**src/apmm_pkg.sv**
```systemverilog
// ----------------------------------------------------------------------------
// apmm_pkg
// Shared types and constants for the altitude PID and quadrotor motor mixer.
// ----------------------------------------------------------------------------
package apmm_pkg;

    // Field and datapath widths
    localparam int DATA_W     = 32;
    localparam int GAIN_W     = 40;
    localparam int ERR_W      = 33;
    localparam int SUM_W      = 48;
    localparam int SUMX_W     = SUM_W + 1;
    localparam int DIFF_W     = 34;
    localparam int MAG_W      = 48;
    localparam int MAG_HALF   = 24;
    localparam int GAIN_HALF  = 20;
    localparam int PP_W       = MAG_HALF + GAIN_HALF;
    localparam int PROD_W     = MAG_W + GAIN_W;
    localparam int FRAC_SHIFT = 24;
    localparam int QUO_W      = PROD_W - FRAC_SHIFT;
    localparam int TERM_W     = 63;
    localparam int THRUST_W   = 64;
    localparam int MIX_W      = 65;

    // Pipeline depth: error, magnitude, partial products, term, thrust, mix
    localparam int NUM_STAGES = 6;

    // Configuration register indexes
    localparam int CFG_IDX_W = 2;
    localparam logic [CFG_IDX_W-1:0] REG_PROP_GAIN     = 2'd0;
    localparam logic [CFG_IDX_W-1:0] REG_INTEG_GAIN_DT = 2'd1;
    localparam logic [CFG_IDX_W-1:0] REG_DERIV_GAIN_DT = 2'd2;

    // Register reset values (Q16.24): 2.5, 0.1/60, 5000/60
    localparam logic [GAIN_W-1:0] PROP_GAIN_RST     = 40'd41943040;
    localparam logic [GAIN_W-1:0] INTEG_GAIN_DT_RST = 40'd27962;
    localparam logic [GAIN_W-1:0] DERIV_GAIN_DT_RST = 40'd1398101333;

    // Saturation limits
    localparam logic signed [SUM_W-1:0] SUM_MAX = {1'b0, {(SUM_W-1){1'b1}}};
    localparam logic signed [SUM_W-1:0] SUM_MIN = {1'b1, {(SUM_W-1){1'b0}}};
    localparam logic [QUO_W-1:0] TERM_LIM = QUO_W'(1) << 61;

    // Request payloads
    typedef struct packed {
        logic signed [DATA_W-1:0] measured_z;
        logic signed [DATA_W-1:0] target_z;
        logic signed [DATA_W-1:0] roll_trim;
        logic signed [DATA_W-1:0] pitch_trim;
    } sensor_t;

    typedef struct packed {
        logic signed [DATA_W-1:0] motor_a;
        logic signed [DATA_W-1:0] motor_b;
        logic signed [DATA_W-1:0] motor_c;
        logic signed [DATA_W-1:0] motor_d;
        logic                     clipped;
    } motor_t;

    // Per-stage load enables
    typedef struct packed {
        logic err;
        logic mag;
        logic prod;
        logic term;
        logic thrust;
        logic mix;
    } stage_en_t;

    // Error stage result
    typedef struct packed {
        logic signed [ERR_W-1:0]  err;
        logic signed [SUM_W-1:0]  sum;
        logic signed [DIFF_W-1:0] diff;
        logic signed [DATA_W-1:0] roll;
        logic signed [DATA_W-1:0] pitch;
        logic                     clip;
    } err_out_t;

endpackage

```
**src/apmm_err_stage.sv**
```systemverilog
// ----------------------------------------------------------------------------
// apmm_err_stage
// Altitude error, saturating error sum and error difference; holds the
// controller state and registers the three PID operands.
// ----------------------------------------------------------------------------
module apmm_err_stage (
    input  logic                                clk,
    input  logic                                rst_n,
    input  apmm_pkg::stage_en_t                 en,
    input  logic                                accept,
    input  apmm_pkg::sensor_t                   sensor,
    output apmm_pkg::err_out_t                  stage,
    output logic signed [apmm_pkg::ERR_W-1:0]   prev_error
);
    import apmm_pkg::*;

    logic signed [SUM_W-1:0]  error_sum_reg;
    logic signed [ERR_W-1:0]  prev_error_reg;
    err_out_t                 stage_reg;
    err_out_t                 stage_next;

    logic signed [ERR_W-1:0]  err;
    logic signed [SUMX_W-1:0] sum_wide;
    logic signed [SUM_W-1:0]  sum_sat;
    logic                     sum_clip;
    logic signed [DIFF_W-1:0] diff;

    // Form error, accumulate with clamp, difference against last error
    always_comb
    begin
        err      = ERR_W'(sensor.target_z) - ERR_W'(sensor.measured_z);
        sum_wide = SUMX_W'(error_sum_reg) + SUMX_W'(err);
        sum_clip = (sum_wide[SUMX_W-1] != sum_wide[SUM_W-1]);
        if (sum_clip)
        begin
            sum_sat = sum_wide[SUMX_W-1] ? SUM_MIN : SUM_MAX;
        end
        else
        begin
            sum_sat = sum_wide[SUM_W-1:0];
        end
        diff = DIFF_W'(err) - DIFF_W'(prev_error_reg);

        stage_next.err   = err;
        stage_next.sum   = sum_sat;
        stage_next.diff  = diff;
        stage_next.roll  = sensor.roll_trim;
        stage_next.pitch = sensor.pitch_trim;
        stage_next.clip  = sum_clip;
    end

    // Advance controller state on each accepted request
    always_ff @(posedge clk or negedge rst_n)
    begin
        if (!rst_n)
        begin
            error_sum_reg  <= '0;
            prev_error_reg <= '0;
        end
        else if (accept)
        begin
            error_sum_reg  <= sum_sat;
            prev_error_reg <= err;
        end
    end

    // Hold operands for the multiplier stages
    always_ff @(posedge clk)
    begin
        if (en.err)
        begin
            stage_reg <= stage_next;
        end
    end

    assign stage      = stage_reg;
    assign prev_error = prev_error_reg;

endmodule

```
**config.mk**
```make
export PLATFORM = sky130hd
export DESIGN_NAME = apmm_err_stage
export DESIGN_NICKNAME = d
export VERILOG_FILES = /design/src/apmm_pkg.sv /design/src/apmm_err_stage.sv
export SDC_FILE = /design/constraint.sdc
export NUM_CORES = 1
export LEC_CHECK = 0
export BUFFER_PORTS_ARGS = -buffer_cell sky130_fd_sc_hd__buf_2
export CORE_MARGIN = 8
export CORE_UTILIZATION = 55
export CTS_CLUSTER_DIAMETER = 150
export DETAILED_ROUTE_END_ITERATION = 8
export GPL_ROUTABILITY_DRIVEN = 0
export PLACE_DENSITY = 0.82
export SETUP_SLACK_MARGIN = 0.15
export SYNTH_ARGS = -nofsm -noshare
export SYNTH_HDL_FRONTEND = slang
export SYNTH_SLANG_ARGS = --single-unit
```
**constraint.sdc**
```tcl
create_clock -name clk -period 4 [get_ports clk]
set_input_delay 0.2 -clock clk [delete_from_list [all_inputs] [get_ports clk]]
set_output_delay 0.2 -clock clk [all_outputs]
set_load 0.02 [all_outputs]
```
==> flow_summary.toml, run 1 <==
[placed_design]
place_hpwl_um = 41200
dp_cells = 2460
pre_cts_slack_ns = -1.38
io_buffers = 344

[clock_tree]
clockBufferDepth = 3
htreeDepth = 1
cts_buffers = 27
cts_sinks = 261
root_buffer = "clkbuf_16"

[synthesis]
yosys_register_bits = 261
syn_nets = 1698
async_flop_share = 0.310
synth-edff-count = 180
avgSynthCellArea_um2 = 10.4
ys_dominant_reg_cell = "edfxtp_1"
ys_warn_count = 0
netlist_area_um2 = 15000
syn_inst = 1444
ys_types = 72
yosysSeqAreaShare = 0.496

[outcome]
lastStage = "5_1_grt"
firstError = "[ERROR GRT-0232] Routing congestion too high. Check the congestion heatmap in the GUI."
status = "aborted with a tool error"

[die]
ios = 350
die_h_um = 181
rows = 60
die-width_um = 181
initial_core_util = 0.558

[sta]
endpoint_type = "register data pin"
postGrtWorstEndpoint = "stage[95]$_DFFE_PP_/D"

[global_route]
gr-total-overflow = 336
grt_use_total = 0.822
grt_max_degree = 90
==> through the flow <==
stage	instance area, um^2	utilization
floorplan	15400	-
CTS	23500	0.874
global placement	20100	0.747
detailed placement	20100	0.747
==> cells by family after synthesis <==
kind of cell / count (synthesis) / share of synthesized area
XOR/XNOR: 94 / 0.0549
flip-flops: 261 / 0.496
AND/OR/NAND/NOR: 371 / 0.113
AO/OA/AOI/OAI: 418 / 0.177
buffers and inverters: 158 / 0.0422
adder cells (fa/ha/maj): 126 / 0.105
multiplexers: 16 / 0.0118
==> synth_stat cells, types with 11 or more instances <==
cell type | count | area, um^2
nor2_1 | 114 | 428
o21bai_1 | 20 | 150
clkbuf_1 | 25 | 93.8
edfxtp_1 | 180 | 5410
dfrtp_1 | 81 | 2030
mux2_2 | 14 | 158
xnor2_1 | 63 | 552
o21a_1 | 14 | 105
a31oi_1 | 18 | 113
a21o_1 | 51 | 383
a21oi_1 | 135 | 676
nand3_1 | 23 | 115
nand2b_1 | 11 | 68.8
a211oi_1 | 17 | 128
o22ai_1 | 17 | 106
nand4_1 | 17 | 106
ha_1 | 114 | 1430
xor2_1 | 31 | 272
o21ai_0 | 82 | 410
nand2_1 | 125 | 469
nor3_1 | 24 | 120
nor2b_1 | 18 | 113
inv_1 | 116 | 435
==> routing by layer <==
layer	overflow	track usage
met5	7	0.384
met4	118	0.858
met2	176	0.938
met1	8	0.785
met3	27	0.762
==> what timing repair did <==
action / in CTS
setup endpoints to repair: 114
setup buffers: 57
hold buffers: 65
gates cloned: 6
pin swaps: 115
gates resized for setup: 264
hold endpoints to repair: 107
==> inputs of run 2 (changes only) <==
- CORE_UTILIZATION: 55 -> 40
- CTS_CLUSTER_DIAMETER: 150 -> not set
- PLACE_DENSITY: 0.82 -> not set
- PLACE_DENSITY_LB_ADDON: not set -> 0.15
- SETUP_SLACK_MARGIN: 0.15 -> not set
==> run 2 against run 1 <==
  * The flow now finishes, with violations (setup timing)
  * Area after synthesis is the same
  * Synthesized cell count did not move
==> flow_summary.toml, run 2 <==
[outcome]
status = "finished with violations"
violations = "setup timing"

[sta]
finalCritPeriodShare = 1.13
fin_ws_ns = -0.533
finalCriticalPeriod_ns = 4.53
setup_viol = 103
max_freq_mhz = 221
holdWs_ns = 0.139
worst_pin_slew_ns = 0.991
hold_viol_final = 0
rsz0062_at_grt = "yes"
fin_tns_setup_ns = -45.08
skew_ns = 0.0256
relSlewSlack = 0.339
slew_violations = 0

[worst_setup_path]
crit_path_end_kind = "register"
crit_fanout = 7
worstPathArrival_ns = 4.83
worstPathRequired_ns = 4.30
start_kind = "input port"
path_class = "input port to register"

[die]
ios = 350
rows = 71
die-width_um = 210
initial_core_util = 0.402
die_h_um = 210
die_area_um2 = 43900
core-area_um2 = 37300

[synthesis]
avgSynthCellArea_um2 = 10.4
netlist_area_um2 = 15000
async_flop_share = 0.310
yosys_register_bits = 261
ys_warn_count = 0
syn_nets = 1698
ys_dominant_reg_cell = "edfxtp_1"
ys_types = 72
synth_area_leaders = "edfxtp_1, dfrtp_1, ha_1"
yosysMostFrequentCell = "edfxtp_1"
synth-edff-count = 180
synth_top_area_share = 0.360
syn_inst = 1444
netlist_top_cells_count = "edfxtp_1, a21oi_1, nand2_1"
synth_area_leader_cell = "edfxtp_1"
yosysSeqAreaShare = 0.496

[power_and_ir_drop]
p_leak_nw = 11.2
irDropWorstVdd_mv = 0.627
power_density_nw_per_um2 = 878

[global_route]
grt_pass1_vias = 15000
grt_max_degree = 103
gr-total-overflow = 0
grt_use_total = 0.237
antenna_found_initial = 0
grt_pass1_wl_um = 83500

[finish]
finalInstanceArea_um2 = 24400
final_common_cell = "buf_4"
final_util = 0.655
largest_reg_flops = 180
area_growth_pct = 63.0
final_layout_size_suffix_gt1_frac = 0.491
n_antenna_cell = 0
fill_cells = 2926
final_cell_mix = "buf_4, buf_2, edfxtp_1"
final_nets = 2576

[placed_design]
place_area_um2 = 20500
io_buffers = 344
place_hpwl_um = 39600

[detailed_routing]
dr_total_vias = 14600
via_per_inst = 5.18
ant_nets = 0
first_iter_violations = 763
drcViolationCount = 0
drt_pass1_iterations = 7
wl_um = 55300
wire_per_inst_um = 19.6

[clock_tree]
htreeDepth = 1
cts_tree = "done"
clockBufferDepth = 3
root_buffer = "clkbuf_16"
cts_sinks = 261
cts_buffers = 29
path_clk_slew_ns = 0.06
insertion_delay_ns = 0.56

[min_path]
hold_path.class = "input port to register"

[flow_run]
drv_cap = 0
## run 2: cells by family after synthesis
group,count (synthesis),synth area share
buf+inv,158,0.0422
mux,16,0.0118
flops,261,0.496
fa+ha+maj,126,0.105
xor+xnor,94,0.0549
simple gates,371,0.113
compound gates,418,0.177
## run 2: cell type report
type,instances,area [um^2],area share
clock buffers,37,766,0.0313
clock inverters,16,159,0.00650
inverters,117,459,0.0188
multi-input cells,1026,8740,0.358
flip-flops and latches,261,7430,0.304
well taps,474,593,0.0243
repair buffers,887,6290,0.257
## run 2: where the power goes
part	total [mW]	internal [mW]	switching (mW)
combinational	14.2	6.81	7.40
clock	2.66	1.54	1.12
sequential	4.59	4.15	0.444
total	21.5	12.5	8.96
## run 2: worst max-delay path, stage by stage
cell and delay [ns]:
buf_2 0.12, ha_1 0.31, and4_4 0.19, a221o_1 0.40, a22o_1 0.25, a21oi_4 0.20
a31oi_4 0.12, a41o_1 0.25, a31oi_4 0.20, nand2b_4 0.19, a31o_4 0.26, buf_6 0.13
ha_4 0.19, a21o_1 0.20, o21bai_4 0.18, a21oi_2 0.11, o21a_1 0.12, o21ai_1 0.05
a21o_1 0.20, a31o_4 0.26, a211o_4 0.39, buf_12 0.18, nand2_4 0.06, nand2_2 0.05
## run 2: routing by layer
metal | up-vias | global-route usage | routed length, um
li1 | 7015 | - | -
met1 | 7117 | 0.291 | 22800
met2 | 398 | 0.432 | 28400
met3 | 72 | 0.0379 | 2910
met4 | 0 | 0.0552 | 1200
met5 | - | 0 | 0
## run 2: timing repair
item | 4_1_cts | 5_1_grt
setup buffers | 40 | 41
gates resized for setup | 162 | 201
endpoints found under the hold margin | 124 | 0
gates cloned | 4 | 1
endpoints found under the setup margin | 106 | 111
pin swaps | 72 | 126
hold buffers | 65 | 0
## run 2: metrics by stage
step | cells | worst slack (ns) | power (mW)
after floorplan | 1444 | -0.911 | 10.9
after global placement | 2629 | -1.35 | 15.7
after detailed placement | 2629 | -1.41 | 15.8
after CTS | 2788 | -0.531 | 19.8
after global routing | 2818 | -0.718 | 22.7
final | 2818 | -0.533 | 21.5
## run 2: path summary, 6_finish.rpt
path | cells after the start | end | slack (ns) | startpoint
max | 24 | stage[125] | -0.53 | sensor[75]
max reg2reg | 13 | stage[125] | 0.43 | error_sum_reg[0]
min reg2reg | 1 | error_sum_reg[7] | 0.52 | error_sum_reg[7]
min | 4 | stage[65] | 0.14 | sensor[96]
max in group asynchronous | 3 | prev_error[2] | 2.72 | rst_n
min in group asynchronous | 2 | prev_error[29] | 0.36 | rst_n
No activity file was read; power rests on OpenSTA's default activity.
